### config.mk
export PLATFORM = sky130hd
export DESIGN_NAME = bsec_queue
export DESIGN_NICKNAME = d
export VERILOG_FILES = /design/src/rtl/core/bsec_pkg.sv /design/src/rtl/core/bsec_queue.sv
export VERILOG_INCLUDE_DIRS = /design/src /design/src/rtl/core
export SDC_FILE = /design/constraint.sdc
export NUM_CORES = 1
export LEC_CHECK = 0
export ABC_AREA = 1
export BUFFER_PORTS_ARGS = -buffer_cell sky130_fd_sc_hd__buf_2
export CAP_MARGIN = 15
export CORE_ASPECT_RATIO = 1.2
export CORE_MARGIN = 5
export CORE_UTILIZATION = 55
export CTS_CLUSTER_SIZE = 28
export DETAILED_ROUTE_END_ITERATION = 16
export HOLD_SLACK_MARGIN = 0.15
export PLACE_DENSITY = 0.82
export SYNTH_ARGS = -nofsm -noshare
export SYNTH_HDL_FRONTEND = slang
export SYNTH_SLANG_ARGS = --single-unit
### constraint.sdc
create_clock -name i_clk -period 2.1 [get_ports i_clk]
set_input_delay 0.21 -clock i_clk [delete_from_list [all_inputs] [get_ports i_clk]]
set_output_delay 0.21 -clock i_clk [all_outputs]
set_load 0.05 [all_outputs]
### src/rtl/core/assert_macros.svh
// ----------------------------------------------------------------------------
// Assertion macros
// Shared concurrent assertion wrappers for the edge classifier RTL.
// ----------------------------------------------------------------------------
`ifndef ASSERT_MACROS_SVH
`define ASSERT_MACROS_SVH

// Implication or plain property, checked on the rising clock edge outside reset.
`define BSEC_ASSERT(label, clk, rst_n, prop, msg) \
    label: assert property (@(posedge clk) disable iff (!rst_n) (prop)) else $error(msg);

// A condition that must never be true outside reset.
`define BSEC_NEVER(label, clk, rst_n, cond, msg) \
    label: assert property (@(posedge clk) disable iff (!rst_n) !(cond)) else $error(msg);

`endif

### src/rtl/core/bsec_pkg.sv
// ----------------------------------------------------------------------------
// bsec_pkg
// Types and constants shared by the edge classifier front, queue and back.
// ----------------------------------------------------------------------------
package bsec_pkg;

    localparam int FLAG_W      = 4;
    localparam int DIM_CFG_W   = 14;
    localparam int MARGIN_W    = 12;
    localparam int CFG_DATA_W  = 14;
    localparam int CFG_INDEX_W = 3;
    localparam int COUNT_W     = 27;
    localparam int NUM_COUNTS  = 6;
    localparam int VERDICT_W   = 3;
    localparam int SHIFT_W     = 2;
    // Must be a power of two: the pointers wrap naturally.
    localparam int QUEUE_DEPTH = 4;

    // Configuration register indexes.
    localparam logic [CFG_INDEX_W-1:0] CFG_FLAG_BIT     = 3'd0;
    localparam logic [CFG_INDEX_W-1:0] CFG_FRAME_WIDTH  = 3'd1;
    localparam logic [CFG_INDEX_W-1:0] CFG_FRAME_HEIGHT = 3'd2;
    localparam logic [CFG_INDEX_W-1:0] CFG_MARGIN_COLS  = 3'd3;
    localparam logic [CFG_INDEX_W-1:0] CFG_MARGIN_ROWS  = 3'd4;
    localparam logic [CFG_INDEX_W-1:0] CFG_FORCE_LEFT   = 3'd5;

    // Pixel classes against the left and right neighbors.
    localparam logic [1:0] CLS_MAX = 2'd0;
    localparam logic [1:0] CLS_MIN = 2'd1;
    localparam logic [1:0] CLS_MID = 2'd2;

    // Verdict codes.
    localparam logic [VERDICT_W-1:0] VERD_IDENT     = 3'd0;
    localparam logic [VERDICT_W-1:0] VERD_LEFT      = 3'd1;
    localparam logic [VERDICT_W-1:0] VERD_RIGHT     = 3'd2;
    localparam logic [VERDICT_W-1:0] VERD_AMB_LEFT  = 3'd3;
    localparam logic [VERDICT_W-1:0] VERD_AMB_RIGHT = 3'd4;
    localparam logic [VERDICT_W-1:0] VERD_UNCORR    = 3'd5;

    localparam logic signed [SHIFT_W-1:0] SHIFT_NONE  = 2'sd0;
    localparam logic signed [SHIFT_W-1:0] SHIFT_LEFT  = -2'sd1;
    localparam logic signed [SHIFT_W-1:0] SHIFT_RIGHT = 2'sd1;

    typedef logic [COUNT_W-1:0] t_count;

    typedef struct packed {
        logic [FLAG_W-1:0]    flag_bit;
        logic [DIM_CFG_W-1:0] frame_width;
        logic [DIM_CFG_W-1:0] frame_height;
        logic [MARGIN_W-1:0]  margin_cols;
        logic [MARGIN_W-1:0]  margin_rows;
        logic                 force_left;
    } t_cfg;

    // One command from the front to the back.
    typedef struct packed {
        logic       rise;
        logic       fall;
        logic [1:0] cls;
        logic       last;
    } t_cmd;

endpackage

### src/rtl/core/bsec_queue.sv
// ----------------------------------------------------------------------------
// bsec_queue
// Small command queue that decouples the classifier front from the back.
// ----------------------------------------------------------------------------
`include "assert_macros.svh"

module bsec_queue (
    input  logic            i_clk,
    input  logic            i_rst_n,
    input  logic            i_push,
    input  bsec_pkg::t_cmd  i_cmd,
    output logic            o_not_full,
    output logic            o_valid,
    output bsec_pkg::t_cmd  o_cmd,
    input  logic            i_pop
);
    import bsec_pkg::*;

    localparam int PTR_W = $clog2(QUEUE_DEPTH);
    localparam int CNT_W = $clog2(QUEUE_DEPTH + 1);

    t_cmd             r_mem [QUEUE_DEPTH];
    logic [PTR_W-1:0] r_wptr, r_rptr;
    logic [CNT_W-1:0] r_count, n_count;
    logic             w_do_pop;

    assign o_not_full = r_count != CNT_W'(QUEUE_DEPTH);
    assign o_valid    = r_count != '0;
    assign o_cmd      = r_mem[r_rptr];
    assign w_do_pop   = i_pop && o_valid;

    always_comb begin
        n_count = r_count;
        if (i_push && !w_do_pop) begin
            n_count = r_count + CNT_W'(1);
        end else if (!i_push && w_do_pop) begin
            n_count = r_count - CNT_W'(1);
        end
    end

    always_ff @(posedge i_clk) begin
        if (!i_rst_n) begin
            r_wptr  <= '0;
            r_rptr  <= '0;
            r_count <= '0;
        end else begin
            r_count <= n_count;
            if (i_push) begin
                r_wptr <= r_wptr + PTR_W'(1);
            end
            if (w_do_pop) begin
                r_rptr <= r_rptr + PTR_W'(1);
            end
        end
    end

    always_ff @(posedge i_clk) begin
        if (i_push) begin
            r_mem[r_wptr] <= i_cmd;
        end
    end

    `BSEC_NEVER(a_push_full, i_clk, i_rst_n, i_push && !o_not_full, "queue push while full")
    `BSEC_ASSERT(a_ptr_track, i_clk, i_rst_n, (r_count == '0) |-> (r_wptr == r_rptr), "queue pointers disagree with empty count")

endmodule

## Yosys cells after proc, flatten, opt, wreduce, memory -nomap -nowiden

Memory sizes are Yosys's and may differ from the RTL's. A register that Yosys moved wholly into a read port is not among the register bits.
Cells that the tools add are included.

| operators by class | value |
|---|---|
| $add $sub $neg | 4 |
| eq/ne operators | 1 |
| muxes and demuxes | 6 |
| reductions and logical operators | 7 |

Operators with widths:

| kind | count |
|---|---|
| 2-to-1 mux 3 bit | 2 |
| adder 2 x 1 -> 2 bit, second input constant | 2 |
| 2-to-1 mux 2 bit | 2 |
| adder 3 x 1 -> 3 bit, second input constant | 1 |
| logical AND 1 bit | 3 |
| inequality test 3 bit, second input constant | 1 |
| nonzero test 3 bit | 1 |
| subtractor 3 x 1 -> 3 bit, second input constant | 1 |
| logical NOT 1 bit | 2 |
| 2-to-1 mux 1 bit | 2 |
| nonzero test 2 bit | 1 |

| storage, ports and cells | value |
|---|---|
| flip-flop bits (word level) | 7 |
| bits in writable memories | 20 |
| output and inout bits | 7 |
| logic and storage cells | 22 |
| memories kept | 1 |

Memory list:

| name | depth | width | read ports | clocked after memory_dff | write ports | RTL line | source |
|---|---|---|---|---|---|---|---|
| r_mem | 4 | 5 | 1 | 1 | 1 | bsec_queue.sv:22 | `t_cmd r_mem [QUEUE_DEPTH];` |

## Depth between registers and ports, before layout

| depth | value |
|---|---|
| word-level depth | 5 |
| gate-level depth with buffers | 12 |

## Worst setup path before layout

No wires, ideal clock.

| timing path | value |
|---|---|
| kind | register -> register |
| start point | register r_count[0] |
| end point | register r_count[2] |
| setup time | 110 ps |
| arrival | 1568 ps |
| required time | 1990 ps |
| path slack | 423 ps |
| cell stages (with the launch flop) | 13 |
| path buffers | 0 |
| period minus slack after synthesis | 1677 ps |
| path through | dfxtp_1 > inv_2 > nand3_4 > nand2_1 > ha_1 > inv_1 > fa_1 > inv_1 > nand2_1 > nand3_1 > nand2_1 > inv_1 > nor2_1 |

| between the ends | value |
|---|---|
| longest elaborated chain between the ends | 5 |
| elaborated cells on any way between the ends | 10 |
| those cells by class | 2 x add/sub; 2 x mux; 6 x reduce/logical |

RTL lines:

| what | RTL line | source |
|---|---|---|
| start: declaration | bsec_queue.sv:24 | `logic [CNT_W-1:0] r_count, n_count;` |
| start signal: assignment | bsec_queue.sv:47 | `r_count <= n_count;` |
| nonzero test 3 bit * | bsec_queue.sv:28 | `assign o_valid = r_count != '0;` |
| named net o_valid | bsec_queue.sv:13 | `output logic o_valid,` |
| logical AND 1 bit * | bsec_queue.sv:30 | `assign w_do_pop = i_pop && o_valid;` |
| logical NOT 1 bit | bsec_queue.sv:34 | `if (i_push && !w_do_pop) begin` |
| logical AND 1 bit | bsec_queue.sv:34 |  |
| 2-to-1 mux 3 bit or nonzero test 2 bit (tied branches) | - |  |

Mark *: on every way through the listed nets, which the timed path passes. The rest lies on a longest branch. The select of a mux whose other input is x is not followed.
A chain may end at the register's enable or synchronous reset.

==> flow_summary_export.csv <==
group,metric,value,unit
outcome,status,"completed",
clock_network,cts_hold_buffers,7,
power_and_ir_drop,power,1.63,mW
synthesis,ys_seq_elements,29,
setup_path,start_kind,"flip-flop",
sta,min_period,1.78,ns
die,num_io_pins,16,
die,initial_core_util,58.5,%
setup_path,cp_cell_sequence,"inv_2 > o21ai_0 > o22ai_1 > buf_2",
setup_path,crit_buf_inv,2,
placed_design,dpl-instance-area,1320,µm²
routing,post_drt_wl_per_cell,12.7,µm
clock_network,cts_htree_levels,2,
routing,final_antenna_net_count,0,
routing,drtIter0Drc,37,
global_route,grt_max_degree,12,
hold_path,hold_path_class,"input pin to flip-flop",
sta,timing.slew.headroom,72.8,%
sta,fin_crit_sh,84.6,%
setup_path,cp.arrival,1.57,ns
layout,stdcell_count,171,
sta,setup_tns,0,ns
layout,drive_above_1_share,21.3,%
sta,layout_setup_ws,0.324,ns
hold_path,holdCritStartpoint,"i_push",
clock_network,cts.clk_slew.worst_paths,0.09,ns
setup_path,slowest_stage,"dfxtp_1",
layout,diodes,0,
sta,fin_worst_skew,0.00442,ns
layout,design_area,1460,µm²
routing,post-route-drc-count,0,
synthesis,synth_area,1230,µm²
global_route,antenna_found_initial,0,
routing,wl,2170,µm
synthesis,synth_top_area_share,49.0,%
global_route,grtUsageTotal,17.2,%
clock_network,cts_resized,0,
setup_path,crit_path_end_kind,"primary output",
power_and_ir_drop,p_leak,0.622,nW
setup_path,crit_path_max_fanout,11,
setup_path,crit_end,"o_cmd[2]",
synthesis,ys_seq_area_share,63.7,%
routing,dr_total_vias,848,
placed_design,post-place-ws,0.422,ns
placed_design,place.gp.congestion,0.793,
die,core_area,2090,µm²
synthesis,ys_top_cells_by_area,"edfxtp_1, dfxtp_1, ha_1, nor2_1, nand2_1",
synthesis,syn_area_per_cell,10.9,µm²
setup_path,r2r-end,"r_count[1]",
layout,area_growth,19.3,%
placed_design,port_buffers,15,
clock_network,cts_setup_buffers,0,
synthesis,synthesis.instances,113,
setup_path,r2r_slack,0.40,ns
sta,worstMarginPinSlew,0.407,ns
power_and_ir_drop,powerDensity,1120,nW/µm²
routing,firstDrtPassIters,4,
setup_path,critPathRequiredTime,1.89,ns
setup_path,critPathTopFamily,"flip-flops",
setup_path,cp_num_cells,4,
die,die_w,53.1,µm
clock_network,cts_root_buffer,"clkbuf_4",
die,die_h,61.7,µm
sta,hold_ws,0.174,ns
sta,setup_viol_count_final,0,
clock_network,clk_latency,0.32,ns
clock_network,cts_sinks,29,
power_and_ir_drop,irDropWorstVdd,0.726,mV
die,num_rows,18,
synthesis,yosys.cell_types.count,19,
placed_design,dp_hpwl,1550,µm
layout,final_util,69.8,%
synthesis,syn_nets,128,
setup_path,reg2reg_from,"r_count[1]",
sta,max_freq,563,MHz
die,die-area,3280,µm²
sta,drv_slew,0,
clock_network,cts_tree,"done",
clock_network,clockBufferDepth,2,
clock_network,cts_buffers,5,
layout,fin_nets,155,
placed_design,place_inst,156,
sta,hold_viol,0,
run,drv_cap,0,
setup_path,critPathMaxStageDelay,0.58,ns
global_route,grt_pass1_vias,903,
setup_path,reg2reg_depth,8,
sta,rsz0062_at_grt,"false",
global_route,grt_pass1_wl,3930,µm
routing,viasPerCell,4.96,
synthesis,synth_warnings,0,
setup_path,critPathKind,"flip-flop to primary output",
synthesis,yosysTopAreaCell,"edfxtp_1",
global_route,grt_overflow,0,
[cells in the mapped netlist (all sizes together)]
library cell and number:
o22ai 5, buf 1, edfxtp 20, inv 17
nor2 16, nand3 4, o21ai 13, nand4 1
nand2 15, ha 5, dfxtp 9, fa 1
a21oi 5, clkbuf 1
[layout by cell type (no fill, tap or decap), types with 2 or more instances in the layout]
cell / count
o21ai_0: 8
o22ai_1: 5
o21ai_1: 4
nand3_1: 3
dlygate4sd3_1: 7
nand2_1: 14
inv_2: 4
a21oi_1: 5
inv_1: 13
buf_2: 15
ha_1: 5
edfxtp_1: 20
dfxtp_1: 9
nor2_1: 16
clkbuf_4: 5
clkbuf_8: 2
[power breakdown]
group | internal (mW) | switching, mW | total (mW)
combinational | 0.149 | 0.380 | 0.529
sequential | 0.668 | 0.0556 | 0.723
clock | 0.194 | 0.186 | 0.380
[flip-flops by register name (all words and copies together) (netlist names), named ones only]
name     cells
r_rptr       2
r_mem       20
r_wptr       2
r_count      3
[worst min-delay path by stage]
stage                       end  slack (ns)  depth (start not counted)
finish                r_wptr[1]        0.17                          2
global placement    r_mem[3][1]        0.42                          1
global route          r_wptr[1]        0.19                          2
CTS                   r_wptr[1]        0.17                          2
floorplan           r_mem[0][0]        0.31                          0
detailed placement  r_mem[0][3]        0.43                          1
[cells by family (layout without fill, tap and decap cells)]
| logic type | count (synthesis) | count (layout) | share of synthesized area (%) |
|---|---|---|---|
| AOI/OAI and AO/OA | 23 | 23 | 10.2 |
| and+or+nand+nor | 36 | 36 | 12.9 |
| buffers and inverters | 19 | 47 | 6.53 |
| DFF | 29 | 29 | 63.7 |
| adders and majority gates | 6 | 6 | 6.73 |
[area by class of cell]
| class | count | area, µm² |
|---|---|---|
| Sequential cell | 29 | 781 |
| Fill cell | 163 | 632 |
| Multi-Input combinational cell | 65 | 365 |
| Timing Repair Buffer | 22 | 145 |
| Clock buffer | 7 | 65.1 |
| Inverter | 17 | 63.8 |
| Tap cell | 30 | 37.5 |
| Clock inverter | 1 | 5.00 |
[metal layers]
layer | track usage (%) | wire, µm | part of all wire (%) | up-vias
met5 | 0 | 0 | 0 | -
met4 | 9.85 | 62 | 2.9 | 0
met3 | 5.97 | 93 | 4.3 | 6
met2 | 28.5 | 1090 | 50 | 15
met1 | 19.3 | 917 | 42 | 395
li1 | - | - | - | 432
No activity file was read; power rests on OpenSTA's default activity.
