## src/rtl/core/assert_macros.svh

```systemverilog
// ----------------------------------------------------------------------------
// Assertion macros
// Shared concurrent assertion wrappers for the edge classifier RTL.
// ----------------------------------------------------------------------------
`ifndef ASSERT_MACROS_SVH
`define ASSERT_MACROS_SVH

// Implication or plain property, checked on the rising clock edge outside reset.
`define BSEC_ASSERT(label, clk, rst_n, prop, msg) \
    label: assert property (@(posedge clk) disable iff (!rst_n) (prop)) else $error(msg);

// A condition that must never be true outside reset.
`define BSEC_NEVER(label, clk, rst_n, cond, msg) \
    label: assert property (@(posedge clk) disable iff (!rst_n) !(cond)) else $error(msg);

`endif

```

## src/rtl/core/bsec_pkg.sv

```systemverilog
// ----------------------------------------------------------------------------
// bsec_pkg
// Types and constants shared by the edge classifier front, queue and back.
// ----------------------------------------------------------------------------
package bsec_pkg;

    localparam int FLAG_W      = 4;
    localparam int DIM_CFG_W   = 14;
    localparam int MARGIN_W    = 12;
    localparam int CFG_DATA_W  = 14;
    localparam int CFG_INDEX_W = 3;
    localparam int COUNT_W     = 27;
    localparam int NUM_COUNTS  = 6;
    localparam int VERDICT_W   = 3;
    localparam int SHIFT_W     = 2;
    // Must be a power of two: the pointers wrap naturally.
    localparam int QUEUE_DEPTH = 4;

    // Configuration register indexes.
    localparam logic [CFG_INDEX_W-1:0] CFG_FLAG_BIT     = 3'd0;
    localparam logic [CFG_INDEX_W-1:0] CFG_FRAME_WIDTH  = 3'd1;
    localparam logic [CFG_INDEX_W-1:0] CFG_FRAME_HEIGHT = 3'd2;
    localparam logic [CFG_INDEX_W-1:0] CFG_MARGIN_COLS  = 3'd3;
    localparam logic [CFG_INDEX_W-1:0] CFG_MARGIN_ROWS  = 3'd4;
    localparam logic [CFG_INDEX_W-1:0] CFG_FORCE_LEFT   = 3'd5;

    // Pixel classes against the left and right neighbors.
    localparam logic [1:0] CLS_MAX = 2'd0;
    localparam logic [1:0] CLS_MIN = 2'd1;
    localparam logic [1:0] CLS_MID = 2'd2;

    // Verdict codes.
    localparam logic [VERDICT_W-1:0] VERD_IDENT     = 3'd0;
    localparam logic [VERDICT_W-1:0] VERD_LEFT      = 3'd1;
    localparam logic [VERDICT_W-1:0] VERD_RIGHT     = 3'd2;
    localparam logic [VERDICT_W-1:0] VERD_AMB_LEFT  = 3'd3;
    localparam logic [VERDICT_W-1:0] VERD_AMB_RIGHT = 3'd4;
    localparam logic [VERDICT_W-1:0] VERD_UNCORR    = 3'd5;

    localparam logic signed [SHIFT_W-1:0] SHIFT_NONE  = 2'sd0;
    localparam logic signed [SHIFT_W-1:0] SHIFT_LEFT  = -2'sd1;
    localparam logic signed [SHIFT_W-1:0] SHIFT_RIGHT = 2'sd1;

    typedef logic [COUNT_W-1:0] t_count;

    typedef struct packed {
        logic [FLAG_W-1:0]    flag_bit;
        logic [DIM_CFG_W-1:0] frame_width;
        logic [DIM_CFG_W-1:0] frame_height;
        logic [MARGIN_W-1:0]  margin_cols;
        logic [MARGIN_W-1:0]  margin_rows;
        logic                 force_left;
    } t_cfg;

    // One command from the front to the back.
    typedef struct packed {
        logic       rise;
        logic       fall;
        logic [1:0] cls;
        logic       last;
    } t_cmd;

endpackage

```

## src/rtl/core/bsec_front.sv

```systemverilog
// ----------------------------------------------------------------------------
// bsec_front
// Tracks raster position, keeps a three-pixel window and classifies edges.
// ----------------------------------------------------------------------------
module bsec_front #(
    parameter int MAX_DIM    = 8192,
    parameter int PIXEL_BITS = 16
) (
    input  logic            i_clk,
    input  logic            i_rst_n,
    input  bsec_pkg::t_cfg  i_cfg,
    input  logic            i_valid,
    input  logic [15:0]     i_pixel,
    input  logic            i_queue_ready,
    output logic            o_ready,
    output logic            o_push,
    output bsec_pkg::t_cmd  o_cmd
);
    import bsec_pkg::*;

    localparam int DIM_W = $clog2(MAX_DIM + 1);
    localparam int IDX_W = $clog2(MAX_DIM);
    localparam int CW    = ((DIM_W > MARGIN_W) ? DIM_W : MARGIN_W) + 1;

    function automatic logic [DIM_W-1:0] eff_dim(input logic [DIM_CFG_W-1:0] v);
        if (v == '0) begin
            return DIM_W'(1);
        end else if (32'(v) > MAX_DIM) begin
            return DIM_W'(MAX_DIM);
        end
        return DIM_W'(v);
    endfunction

    logic [IDX_W-1:0]      r_col, n_col;
    logic [IDX_W-1:0]      r_row, n_row;
    logic [PIXEL_BITS-1:0] r_win0, r_win1;

    logic [CW-1:0]         w_w, w_h, w_mc, w_mr;
    logic [CW-1:0]         w_c, w_r, w_r1, w_cm1;
    logic                  w_wrap_c, w_judge, w_row_end, w_last, w_accept;
    logic [PIXEL_BITS-1:0] w_p, w_sl, w_sm, w_sr;
    logic                  w_fl, w_fm, w_fr;
    logic [1:0]            w_cls;

    assign w_w  = CW'(eff_dim(i_cfg.frame_width));
    assign w_h  = CW'(eff_dim(i_cfg.frame_height));
    assign w_mc = (i_cfg.margin_cols == '0) ? CW'(1) : CW'(i_cfg.margin_cols);
    assign w_mr = CW'(i_cfg.margin_rows);

    // A frame size written smaller than the current position wraps it here.
    assign w_wrap_c = CW'(r_col) >= w_w;
    assign w_c      = w_wrap_c ? '0 : CW'(r_col);
    assign w_r1     = CW'(r_row) + (w_wrap_c ? CW'(1) : CW'(0));
    assign w_r      = (w_r1 >= w_h) ? '0 : w_r1;
    assign w_cm1    = w_c - CW'(1);

    // The middle pixel of the window sits at column c-1 and is judged now.
    assign w_judge = (w_c >= CW'(2)) && (w_cm1 >= w_mc) && ((w_cm1 + w_mc) < w_w)
                  && (w_r >= w_mr) && ((w_r + w_mr) < w_h)
                  && (32'(i_cfg.flag_bit) < PIXEL_BITS);

    assign w_p  = i_pixel[PIXEL_BITS-1:0];
    assign w_sl = r_win0 >> i_cfg.flag_bit;
    assign w_sm = r_win1 >> i_cfg.flag_bit;
    assign w_sr = w_p >> i_cfg.flag_bit;
    assign w_fl = w_sl[0];
    assign w_fm = w_sm[0];
    assign w_fr = w_sr[0];

    always_comb begin
        if (r_win1 > r_win0 && r_win1 > w_p) begin
            w_cls = CLS_MAX;
        end else if (r_win1 < r_win0 && r_win1 < w_p) begin
            w_cls = CLS_MIN;
        end else begin
            w_cls = CLS_MID;
        end
    end

    assign w_row_end = (w_c + CW'(1)) >= w_w;
    assign w_last    = w_row_end && ((w_r + CW'(1)) >= w_h);

    assign o_cmd.rise = w_judge && w_fm && !w_fl;
    assign o_cmd.fall = w_judge && w_fm && !w_fr;
    assign o_cmd.cls  = w_cls;
    assign o_cmd.last = w_last;

    assign o_ready  = i_queue_ready;
    assign w_accept = i_valid && i_queue_ready;
    // Beats that change no counter and end no frame need no queue slot.
    assign o_push   = w_accept && (o_cmd.rise || o_cmd.fall || w_last);

    always_comb begin
        n_col = r_col;
        n_row = r_row;
        if (w_accept) begin
            if (w_last) begin
                n_col = '0;
                n_row = '0;
            end else if (w_row_end) begin
                n_col = '0;
                n_row = IDX_W'(w_r + CW'(1));
            end else begin
                n_col = IDX_W'(w_c + CW'(1));
                n_row = IDX_W'(w_r);
            end
        end
    end

    always_ff @(posedge i_clk) begin
        if (!i_rst_n) begin
            r_col  <= '0;
            r_row  <= '0;
            r_win0 <= '0;
            r_win1 <= '0;
        end else begin
            r_col <= n_col;
            r_row <= n_row;
            if (w_accept) begin
                r_win0 <= r_win1;
                r_win1 <= w_p;
            end
        end
    end

endmodule

```

## config.mk

```make
export PLATFORM = sky130hd
export DESIGN_NAME = bsec_front
export DESIGN_NICKNAME = d
export VERILOG_FILES = /design/src/rtl/core/assert_macros.svh /design/src/rtl/core/bsec_pkg.sv /design/src/rtl/core/bsec_front.sv
export SDC_FILE = /design/constraint.sdc
export NUM_CORES = 1
export LEC_CHECK = 0
export ABC_AREA = 1
export BUFFER_PORTS_ARGS = -buffer_cell sky130_fd_sc_hd__buf_2
export CORE_UTILIZATION = 50
export DETAILED_ROUTE_END_ITERATION = 10
export GPL_TIMING_DRIVEN = 0
export PLACE_DENSITY = 0.76
export SYNTH_ARGS = -nofsm -noshare
export SYNTH_HDL_FRONTEND = slang
export SYNTH_SLANG_ARGS = --single-unit
```

## constraint.sdc

```tcl
create_clock -name i_clk -period 8.9 [get_ports i_clk]
set_input_delay 0.89 -clock i_clk [delete_from_list [all_inputs] [get_ports i_clk]]
set_output_delay 0.89 -clock i_clk [all_outputs]
set_load 0.02 [all_outputs]
```

After elaboration in Yosys (flattened, before gate mapping)
Cells that the tools add are included.
W data, S select, Z words.
{"block": "word_totals", "romBits": 0, "latch_bits": 0, "register_bits": 58, "out_inout_bits": 7, "n_memories": 0, "ramBits": 0}
{"block": "op_classes", "add_sub_neg": 6, "n_bitwise": 0, "mux": 20, "shift": 3, "n_mul": 0, "n_eq_ne": 0, "n_div": 0, "reduce_logical": 19, "order_cmp": 15}
{"cell": "$mux W14", "n": 7}
{"cell": "$mux W13", "n": 5}
{"cell": "$shr A16 B4 Y1", "n": 3}
{"cell": "$gt A16 B16 Y1", "n": 2}
{"cell": "$lt A16 B16 Y1", "n": 2}
{"cell": "$ge A15 B14 Y1", "n": 2}
{"cell": "$lt A15 B14 Y1", "n": 2}
{"cell": "$gt A14 B14 Y1 const B", "n": 2}
{"cell": "$logic_not A14 Y1", "n": 2}
{"cell": "$add A14 B1 Y15 const B", "n": 1}
{"cell": "$add A14 B12 Y15", "n": 1}
{"cell": "$add A14 B13 Y15", "n": 1}
{"cell": "$ge A15 B12 Y1", "n": 1}
{"cell": "$add A13 B1 Y14", "n": 1}
{"cell": "$add A13 B1 Y14 const B", "n": 1}
{"cell": "$ge A13 B14 Y1", "n": 1}
{"cell": "$ge A14 B12 Y1", "n": 1}
{"cell": "$ge A14 B14 Y1", "n": 1}
{"cell": "$sub A13 B1 Y14 const B", "n": 1}
{"cell": "$ge A13 B2 Y1 const B", "n": 1}
{"cell": "$logic_and A1 B1 Y1", "n": 12}
{"cell": "$logic_not A12 Y1", "n": 1}
{"cell": "$mux W12", "n": 1}
{"cell": "$mux W1", "n": 5}
{"cell": "3 further kinds", "n": 6}

Logic depth before layout (Yosys ltp)
Gate-level depths: netlist of run 1.
{"block": "logic_depth", "ltp_word": 17, "ltp_mapped": 59}

Least setup slack after synthesis of run 1
Ideal clock, no wire load.
{"block": "synth_path", "kind": "input -> output", "start": "input port i_cfg[43] (netlist name)", "end": "output port o_cmd[3] (netlist name)", "required_ps": 8010, "cell_stages": 54, "slack_ps": 242, "t_arrival_ps": 7768, "cell_sequence": "nor2_1 nand2_1 o41ai_1 nand2_1 inv_1 clkbuf_1 nand2_1 ha_1 nand2_1 nor2_2 nand2_1 nor2_4 nand2_2 nand2_4 ha_1 ha_1 nand2_1 nor2_2 [18 not listed] inv_1 o21ai_0 nand2_1 nand2_1 nand2_1 nand2_1 nand2_1 nand2_1 ha_1 nor2_1 nand2_1 a21oi_1 nand2_1 nor2_1 nand2_1 nor2_1 nand2_1 nor3_1"}
{"element": "start: declaration", "line_no": "bsec_front.sv:11", "source": "input bsec_pkg::t_cfg i_cfg,"}
{"element": "end: declaration", "line_no": "bsec_front.sv:17", "source": "output bsec_pkg::t_cmd o_cmd"}

Worst setup path in the final report of run 1
{"block": "layout_path", "start": "input port i_cfg[48] (netlist name)", "end": "output port o_cmd[0] (netlist name)"}
{"block": "layout_via", "elab_chain_cells": 12}
{"element": "$gt A14 B14 Y1", "line_no": "bsec_front.sv:28", "source": "end else if (32'(v) > MAX_DIM) begin"}
{"element": "$mux W1", "line_no": "bsec_front.sv:28"}
{"element": "$mux W1", "line_no": "bsec_front.sv:26", "source": "if (v == '0) begin"}
{"element": "$mux W14 (*)", "line_no": "bsec_front.sv:31", "source": "return DIM_W'(v);"}
{"element": "$ge A13 B14 Y1", "line_no": "bsec_front.sv:51", "source": "assign w_wrap_c = CW'(r_col) >= w_w;"}
{"element": "$mux W1", "line_no": "bsec_front.sv:53", "source": "assign w_r1 = CW'(r_row) + (w_wrap_c ? CW'(1) : CW'(0));"}
{"element": "$add A13 B1 Y14", "line_no": "bsec_front.sv:53"}
{"element": "$ge A14 B14 Y1", "line_no": "bsec_front.sv:54", "source": "assign w_r = (w_r1 >= w_h) ? '0 : w_r1;"}
{"element": "$mux W14", "line_no": "bsec_front.sv:54"}
{"element": "$add A14 B1 Y15"}
{"element": "$ge A15 B14 Y1", "line_no": "bsec_front.sv:81", "source": "assign w_last = w_row_end && ((w_r + CW'(1)) >= w_h);"}
{"element": "$logic_and A1 B1 Y1 (*)", "line_no": "bsec_front.sv:81"}
Mark *: on every way between the ends. The rest lies on a longest branch, timed or not.

==> flow_metrics.py, run 1 <==
metrics = {
    "logic_synthesis": {
        "syn_area_um2": 8820,
        "syn-num-nets": 1612,
        "synth-edff-count": 0,
        "yosysUniqueCellTypes": 59,
        "synth_ff_type": "dfxtp_1",
        "ys_ff_latch": 58,
        "synthCells": 1364,
        "synthArstFlopShare_pct": 0,
        "yosysSeqAreaShare_pct": 13.2,
        "syn_avg_cell_area_um2": 6.47,
        "ys_warn_count": 0,
    },
    "cells_and_area": {
        "drive_gt1_share_pct": 21.1,
        "multi_input_area_um2": 7450,
        "ff_latch_area_um2": 1160,
        "fillers": 1518,
        "nets": 1741,
        "antennaDiodeCount": 0,
        "fin_area_um2": 10900,
        "area_growth_pct": 24.1,
    },
    "setup_path": {
        "r2r_start": "r_col[11]",
        "start_kind": "primary input",
        "critPathCapture": "o_cmd[0]",
        "crit_path_top_delay_cell": "or4_1",
        "reg2regPathDepth": 36,
        "regToRegSetupSlack_ns": 2.29,
        "startpoint": "i_cfg[48]",
        "crit_path_max_incr_delay_ns": 0.48,
        "end_kind": "output pin",
        "required_ns": 8.01,
        "r2r_end": "r_row[12]",
        "critPathKind": "primary input to output pin",
        "cpMostUsedCell": "nor2_4",
        "worst-path-max-fanout": 10,
        "worstPathArrival_ns": 7.97,
    },
    "global_routing": {
        "grt.total_usage_pct": 28.5,
        "grt_pass1_wl_um": 41600,
        "grt_max_degree": 12,
        "antenna_found_initial": 0,
        "gr-total-overflow": 0,
        "grt_pass1_vias": 8730,
    },
    "place": {
        "post_dp_cell_area_um2": 9500,
        "port_buffers": 79,
        "hpwl_um": 20000,
        "place.gp.congestion": 0.908,
    },
    "routing": {
        "drtPass1Iterations": 6,
        "wl_met1_um": 11700,
        "drc_errors": 0,
        "first_iter_violations": 830,
        "ant_nets": 0,
        "top_layer": "met4",
        "wl_per_cell_um": 15.6,
        "vias": 9549,
        "vias_per_cell": 5.54,
        "met3WireLength_um": 1830,
        "drt-total-wl_um": 27000,
        "routed-wl-met2_um": 13000,
    },
    "power_and_ir_drop": {
        "p_sw_uw": 413,
        "pwr-share-clk_pct": 31.5,
        "seq_power_share_pct": 26.9,
        "combPwrFrac_pct": 41.6,
        "swShare_pct": 39.5,
        "p_leak_uw": 0.00541,
        "p_int_uw": 634,
        "power.density_nw_per_um2": 95.6,
        "ir_drop_mv": 0.0936,
    },
    "sta": {
        "slew_headroom_pct": 49.5,
        "tightest_slew_ns": 0.748,
        "final_max_slew_viol_count": 0,
        "hold_viol": 0,
        "grt_setup_unrepaired": "yes",
        "fin_crit_sh_pct": 99.5,
        "worst_clock_skew_ns": 0.00729,
        "min_period_ns": 8.86,
        "setup_viol": 0,
        "max_freq_mhz": 113,
        "hold_slack_ns": 0.487,
    },
    "floorplan": {
        "die_area_um2": 18200,
        "row_count": 48,
        "fp.coreArea_um2": 17200,
        "start_util_pct": 51.2,
        "fp.dieH_um": 135,
        "pin_count": 84,
        "die_x_um": 135,
    },
    "clock_network": {
        "htreeDepth": 3,
        "cts_tree": "built",
        "clock_path_buffers": 2,
        "cts_made_buffers": 9,
        "clock_latency_ns": 0.34,
        "clkTransAtPathRegs_ns": 0.06,
        "clock_sinks": 58,
        "cts_root_buffer": "clkbuf_16",
    },
    "hold_path": {
        "hold_path.class": "flop to flop",
    },
    "flow_run": {
        "drv_cap": 0,
    },
    "run_status": {
        "status": "completed",
    },
}
[stage by stage]
step	power, uW	util, %	TNS (ns)	setup slack, ns	cells
after global placement	661	55.1	-5.51	-1.45	1668
final	1050	63.5	0	0.0416	1723
after CTS	1010	59.2	0	0.00191	1702
after global routing	1120	63.5	-0.978	-0.277	1723
after floorplan	561	-	0	0.242	1364
after detailed placement	670	55.1	-5.86	-1.49	1668
[final cells by class]
type	count	area share (%)
clock inverter	6	0.377
timing repair buffer	118	6.97
tap	225	2.57
sequential	58	10.6
clock buffer	10	2.18
buffer	42	1.91
inverter	214	7.36
multi-input combinational	1050	68.0
[worst min path at each step]
stage | from | cells past startpoint | slack, ns | endpoint
final | r_win0[12] | 2 | 0.49 | r_win0[12]
after global placement | r_row[0] | 2 | 0.46 | r_row[0]
after global routing | r_win0[14] | 2 | 0.51 | r_win0[14]
after CTS | r_row[0] | 2 | 0.47 | r_row[0]
after floorplan | r_win0[10] | 2 | 0.45 | r_win0[10]
after detailed placement | r_row[0] | 2 | 0.47 | r_row[0]
[sequential cells by signal, summed over array words and instances, names as in the netlist]
register  cells
r_row        13
r_win1       16
r_win0       16
r_col        13
[what timing repair did]
action / 4_1_cts / 5_1_grt
endpoints found under the setup margin: 4 / 4
hold buffers: 0 / 0
pin swaps: 24 / 59
endpoints found under the hold margin: 0 / 0
cloned: 1 / 0
setup buffers: 17 / 21
resized for setup: 77 / 117
[logic make-up (layout without fill, tap and decap cells)]
kind of cell | count (synthesis) | in the layout | share of synthesized area [%]
mux | 2 | 2 | 0.227
buf+inv | 256 | 390 | 11.2
xor+xnor | 50 | 50 | 5.22
compound gates | 300 | 300 | 19.1
simple gates | 527 | 527 | 26.7
fa+ha+maj | 171 | 171 | 24.4
flops | 58 | 58 | 13.2
[cells in the final DEF (no fill, tap or decap), types with 13 or more instances in the layout]
cell / n
nand2_2: 26
buf_2: 72
nand2_4: 15
nor2_1: 81
nand3_1: 36
clkbuf_1: 33
a21oi_2: 13
ha_1: 148
nand4_1: 17
inv_2: 17
a21oi_1: 131
o21ai_0: 87
ha_4: 19
nor2_4: 21
inv_1: 196
buf_4: 41
nand2_1: 265
xor2_1: 35
dfxtp_1: 58
[metal layers]
layer	vias to the layer above	track usage, %
met3	40	4.32
li1	4779	-
met4	0	5.18
met2	339	48.3
met5	-	0
met1	4391	38.3
[critical path, delay by kind of cell]
family | cells | cell delay (ns)
and+or+nand+nor | 22 | 3.26
buffers and inverters | 10 | 1.40
adders and majority gates | 5 | 1.19
AOI/OAI and AO/OA | 4 | 0.71
xor gates and xnor gates | 2 | 0.49
[synthesized netlist by cell type, types with 15 or more instances]
cell | instances | area (um^2)
nand2_1 | 300 | 1130
dfxtp_1 | 58 | 1160
inv_1 | 202 | 758
xor2_1 | 40 | 350
nor3_1 | 15 | 75.1
nor2_1 | 95 | 357
o21ai_0 | 93 | 465
ha_1 | 169 | 2110
clkbuf_1 | 34 | 128
nand3_1 | 39 | 195
a21oi_1 | 140 | 701
nand4_1 | 17 | 106
[power by group through the flow]
| stage | logic, uW | clock network (uW) | registers [uW] |
|---|---|---|---|
| floorplan | 278 | 0 | 283 |
| global placement | 375 | 0 | 286 |
| detailed placement | 385 | 0 | 286 |
| CTS | 403 | 328 | 280 |
| global route | 493 | 344 | 282 |
| finish | 436 | 330 | 281 |
Power figures use the tool's default switching activity.
==> inputs of run 2 (changes only) <==
Settings changed: CORE_ASPECT_RATIO set to 0.75.
==> flow_metrics.py, run 2 (synthesized netlist as in run 1, its figures left out) <==
metrics = {
    "run_status": {
        "status": "completed",
    },
    "cells_and_area": {
        "layout_commonest_cell": "nand2_1",
        "antennaDiodeCount": 0,
        "top_regs": "r_win0 x16, r_win1 x16",
        "multi_input_area_um2": 7470,
        "fillers": 1521,
        "drive_gt1_share_pct": 21.2,
        "nets": 1746,
        "area_growth_pct": 24.8,
        "layout_common_cells": "268 x nand2_1, 194 x inv_1, 144 x ha_1",
        "ff_latch_area_um2": 1160,
        "fin_area_um2": 11000,
    },
    "sta": {
        "tns_ns": 0,
        "worst_slack_ns": 0.0138,
        "hold_slack_ns": 0.489,
        "grt_setup_unrepaired": "yes",
        "final_max_slew_viol_count": 0,
        "hold_viol": 0,
        "min_period_ns": 8.89,
        "setup_viol": 0,
        "fin_crit_sh_pct": 99.8,
        "slew_headroom_pct": 47.8,
        "tightest_slew_ns": 0.776,
        "max_freq_mhz": 113,
        "worst_clock_skew_ns": 0.00685,
    },
    "clock_network": {
        "cts_tree": "built",
        "cts_made_buffers": 9,
        "htreeDepth": 3,
        "clock_sinks": 58,
        "clkTransAtPathRegs_ns": 0.05,
        "postCtsHoldBufs": 0,
        "clock_latency_ns": 0.34,
        "clock_path_buffers": 2,
        "cts_root_buffer": "clkbuf_16",
    },
    "setup_path": {
        "crit_path_max_incr_delay_ns": 0.37,
        "crit_path_top_delay_cell": "fa_2",
        "startpoint": "i_cfg[50]",
        "cpMostUsedCell": "nand2_1",
        "worstPathArrival_ns": 8.00,
        "end_kind": "output pin",
        "worst-path-max-fanout": 6,
        "critPathKind": "primary input to output pin",
        "regToRegSetupSlack_ns": 2.44,
        "r2r_start": "r_col[7]",
        "start_kind": "primary input",
        "required_ns": 8.01,
    },
    "global_routing": {
        "grt_pass1_vias": 8577,
        "grt_max_degree": 11,
        "grt.total_usage_pct": 28.5,
        "antenna_found_initial": 0,
        "grt_pass1_wl_um": 41300,
        "gr-total-overflow": 0,
    },
    "floorplan": {
        "start_util_pct": 51.8,
        "fp.dieH_um": 117,
        "die_x_um": 155,
        "pin_count": 84,
        "fp.coreArea_um2": 17000,
        "die_area_um2": 18200,
        "row_count": 41,
    },
    "routing": {
        "ant_nets": 0,
        "drc_errors": 0,
        "first_iter_violations": 815,
        "vias": 9651,
        "wl_per_cell_um": 15.3,
        "drtPass1Iterations": 7,
        "vias_per_cell": 5.55,
        "drt-total-wl_um": 26700,
    },
    "power_and_ir_drop": {
        "p_leak_uw": 0.00546,
        "power.density_nw_per_um2": 97.1,
        "p_int_uw": 663,
        "pwr-share-clk_pct": 32.5,
        "swShare_pct": 38.0,
        "combPwrFrac_pct": 41.1,
        "seq_power_share_pct": 26.4,
        "ir_drop_mv": 0.0901,
        "p_sw_uw": 407,
    },
    "place": {
        "post_dp_cell_area_um2": 9520,
        "place_ws_ns": -1.57,
        "hpwl_um": 20400,
        "place.gp.congestion": 0.941,
        "port_buffers": 79,
    },
    "hold_path": {
        "hp-start": "r_win0[12]",
        "hold_path.class": "flop to flop",
    },
    "flow_run": {
        "drv_cap": 0,
    },
}
## run 2: changes by cell type in the layout (fill, tap and decap cells not counted), sizes merged
cell / before / now
buf: 127 / 132
bufinv: 0 / 1
clkbuf: 43 / 44
clkinv: 2 / 4
clkinvlp: 3 / 0
inv: 215 / 214
## run 2: metal layers
| layer | share of wire [%] | GRT usage (%) | vias to the layer above |
|---|---|---|---|
| li1 | - | - | 4780 |
| met1 | 46 | 39.6 | 4424 |
| met2 | 44 | 45.7 | 408 |
| met3 | 8.7 | 6.33 | 39 |
| met4 | 1.3 | 5.03 | 0 |
| met5 | 0 | 0 | - |
## run 2: power groups by stage
stage | sequential (uW) | combinational (uW) | clock (uW)
final | 282 | 440 | 348
after global routing | 284 | 495 | 361
after CTS | 282 | 401 | 349
after detailed placement | 287 | 384 | 0
after global placement | 287 | 372 | 0
after floorplan | 283 | 278 | 0
## run 2: worst paths after layout
| check | to | cells past startpoint |
|---|---|---|
| max | o_cmd[4] | 55 |
| min | r_win0[12] | 2 |
| max reg2reg | r_row[12] | 40 |
| min reg2reg | r_win0[12] | 2 |
## run 2: layout make-up
type	instances	share of cell area (%)
clock inverter	5	0.488
multi-input combinational	1050	67.8
clock buffer	11	2.20
sequential	58	10.5
timing repair buffer	123	7.03
inverter	214	7.32
tap	236	2.68
buffer	42	1.90
## run 2: repair_timing
item	CTS	global route
buffers inserted	19	24
resized for setup	64	123
pin swaps	20	57
gates cloned	1	0
endpoints found under the setup margin	4	4
## run 2: per-stage QoR
| step | util (%) | total power, uW | std cells |
|---|---|---|---|
| after detailed placement | 55.9 | 671 | 1679 |
| final | 64.7 | 1070 | 1739 |
| after global routing | 64.7 | 1140 | 1739 |
| after CTS | 59.9 | 1030 | 1715 |
| after global placement | 55.9 | 659 | 1679 |
| after floorplan | - | 561 | 1364 |
## run 2: worst max-delay path, delay by kind of cell
kind	cells	cell delay, ns
buffers and inverters	8	1.03
adders and majority gates	6	1.45
and+or+nand+nor	32	3.05
AOI/OAI and AO/OA	7	1.18
xor gates and xnor gates	2	0.36
==> inputs of run 3 (changes only) <==
Clock period 8.9 ns to 9.4 ns, I/O delays scaled along.
==> flow_metrics.py, run 3 (synthesized netlist as in run 1, its figures left out) <==
metrics = {
    "setup_path": {
        "critPathTopFamily": "simple AND/OR/NAND/NOR gates",
        "required_ns": 8.46,
        "worstPathArrival_ns": 8.20,
        "worst-path-stages": 55,
        "worst-path-max-fanout": 5,
        "reg2regPathDepth": 39,
        "cpMostUsedCell": "nand2_1",
        "r2r_end": "r_row[12]",
        "start_kind": "primary input",
        "path_buf_inv": 6,
        "critPathKind": "primary input to output pin",
        "r2r_start": "r_col[7]",
        "regToRegSetupSlack_ns": 2.73,
        "crit_path_max_incr_delay_ns": 0.34,
        "end_kind": "output pin",
        "crit_path_top_delay_cell": "o41ai_2",
    },
    "cells_and_area": {
        "fillers": 1603,
        "nets": 1727,
        "layout_commonest_cell": "nand2_1",
        "fin_cells": 1720,
        "antennaDiodeCount": 0,
        "top_regs": "r_win0 x16, r_win1 x16",
        "layout_common_cells": "279 x nand2_1, 199 x inv_1, 155 x ha_1",
        "area_growth_pct": 19.0,
        "drive_gt1_share_pct": 17.5,
    },
    "routing": {
        "ant_nets": 0,
        "wl_per_cell_um": 14.9,
        "first_iter_violations": 874,
        "vias": 9424,
        "drc_errors": 0,
        "vias_per_cell": 5.48,
        "drt-total-wl_um": 25700,
        "drtPass1Iterations": 5,
    },
    "run_status": {
        "status": "completed",
    },
    "hold_path": {
        "hold_end": "r_win0[12]",
        "holdPathStages": 2,
        "hold_path.class": "flop to flop",
        "hp-start": "r_win0[12]",
    },
    "clock_network": {
        "htreeDepth": 3,
        "clock_path_buffers": 2,
        "clock_sinks": 58,
        "cts_made_buffers": 9,
        "cts_tree": "built",
        "cts_root_buffer": "clkbuf_16",
        "clkTransAtPathRegs_ns": 0.05,
        "clock_latency_ns": 0.34,
        "postCtsHoldBufs": 0,
    },
    "floorplan": {
        "row_count": 41,
        "pin_count": 84,
        "fp.dieH_um": 117,
        "fp.coreArea_um2": 17000,
        "die_x_um": 155,
        "start_util_pct": 51.8,
        "die_area_um2": 18200,
    },
    "sta": {
        "final_max_slew_viol_count": 0,
        "fin_crit_sh_pct": 97.2,
        "tightest_slew_ns": 0.818,
        "min_period_ns": 9.14,
        "tns_ns": 0,
        "setup_viol": 0,
        "worst_clock_skew_ns": 0.00565,
        "hold_slack_ns": 0.485,
        "slew_headroom_pct": 44.8,
        "hold_viol": 0,
        "max_freq_mhz": 109,
    },
    "power_and_ir_drop": {
        "power.density_nw_per_um2": 94.5,
        "total_power_uw": 992,
        "swShare_pct": 37.7,
        "combPwrFrac_pct": 39.8,
        "pwr-share-clk_pct": 33.2,
        "seq_power_share_pct": 26.9,
        "p_leak_uw": 0.00529,
        "p_sw_uw": 374,
        "p_int_uw": 618,
        "ir_drop_mv": 0.0857,
    },
    "global_routing": {
        "gr-total-overflow": 0,
        "grt.total_usage_pct": 27.8,
        "grt_pass1_wl_um": 40400,
        "antenna_found_initial": 0,
        "grt_pass1_vias": 8398,
        "grt_max_degree": 11,
    },
    "place": {
        "hpwl_um": 20400,
        "port_buffers": 79,
        "dp_cells": 1679,
        "place.gp.congestion": 0.941,
    },
    "flow_run": {
        "drv_cap": 0,
    },
}
==> run 3: cell count changes in the layout (fill, tap and decap cells not counted), moves of 4 or more <==
| cell | change |
|---|---|
| ha_4 | -9 |
| nor2_1 | +4 |
| ha_1 | +11 |
| nand2_1 | +11 |
| nor2_4 | -4 |
| buf_2 | +5 |
| inv_1 | +5 |
| nand2_8 | -5 |
| buf_4 | -20 |
| inv_2 | -4 |
| nand2_4 | -5 |
==> run 3: how the worst max path moves through the flow <==
stage | start | endpoint | slack, ns
2_1_floorplan | i_cfg[43] | o_cmd[3] | 0.64
3_3_place_gp | i_cfg[43] | o_cmd[4] | -1.07
3_5_place_dp | i_cfg[43] | o_push | -1.17
4_1_cts | i_cfg[43] | o_cmd[3] | 0.08
5_1_grt | i_cfg[47] | o_push | -0.14
6_report | i_cfg[47] | o_push | 0.26
==> run 3: per-stage QoR <==
step	setup WS, ns	util, %	cell area, um^2
floorplan	0.642	-	8820
global placement	-1.07	55.9	9520
CTS	0.0787	58.6	9980
global route	-0.139	61.7	10500
finish	0.264	61.7	10500
detailed placement	-1.17	55.9	9520
==> run 3: what timing repair did <==
| item | in CTS | in global routing |
|---|---|---|
| resized for setup | 33 | 80 |
| endpoints found under the setup margin | 4 | 4 |
| gates cloned | 0 | 1 |
| hold endpoints to repair | 0 | 0 |
| pin swaps | 7 | 29 |
| buffers inserted | 8 | 16 |
==> run 3: worst register-to-register path: cells and delay by family, from the launching register on <==
kind                       cells  cell delay, ns
and+or+nand+nor               20            2.73
AOI/OAI and AO/OA              7            1.28
adders and majority gates      5            1.11
buffers and inverters          6            0.71
DFF                            1            0.57
xor gates and xnor gates       1            0.19
==> run 3: area by class of cell <==
cell class,count,area [um^2],area share [%]
well taps,236,295,2.81
inverters,214,803,7.65
multi-input cells,1050,7140,68.0
clock inverters,5,53.8,0.512
repair buffers,104,592,5.64
clock buffers,11,243,2.31
flip-flops and latches,58,1160,11.1
plain buffers,42,209,1.99
==> run 3: power by group through the flow <==
stage | combinational [uW] | clock, uW | sequential (uW)
5_1_grt | 449 | 341 | 268
6_report | 395 | 330 | 267
3_3_place_gp | 352 | 0 | 271
3_5_place_dp | 364 | 0 | 271
2_1_floorplan | 264 | 0 | 268
4_1_cts | 373 | 330 | 267
==> run 3: routing by layer <==
metal	share of wire, %	vias to the layer above	global-route usage (%)
li1	-	4749	-
met1	47	4247	38.9
met2	43	382	44.1
met3	8.8	46	6.30
met4	1.5	0	5.10
met5	0	-	0
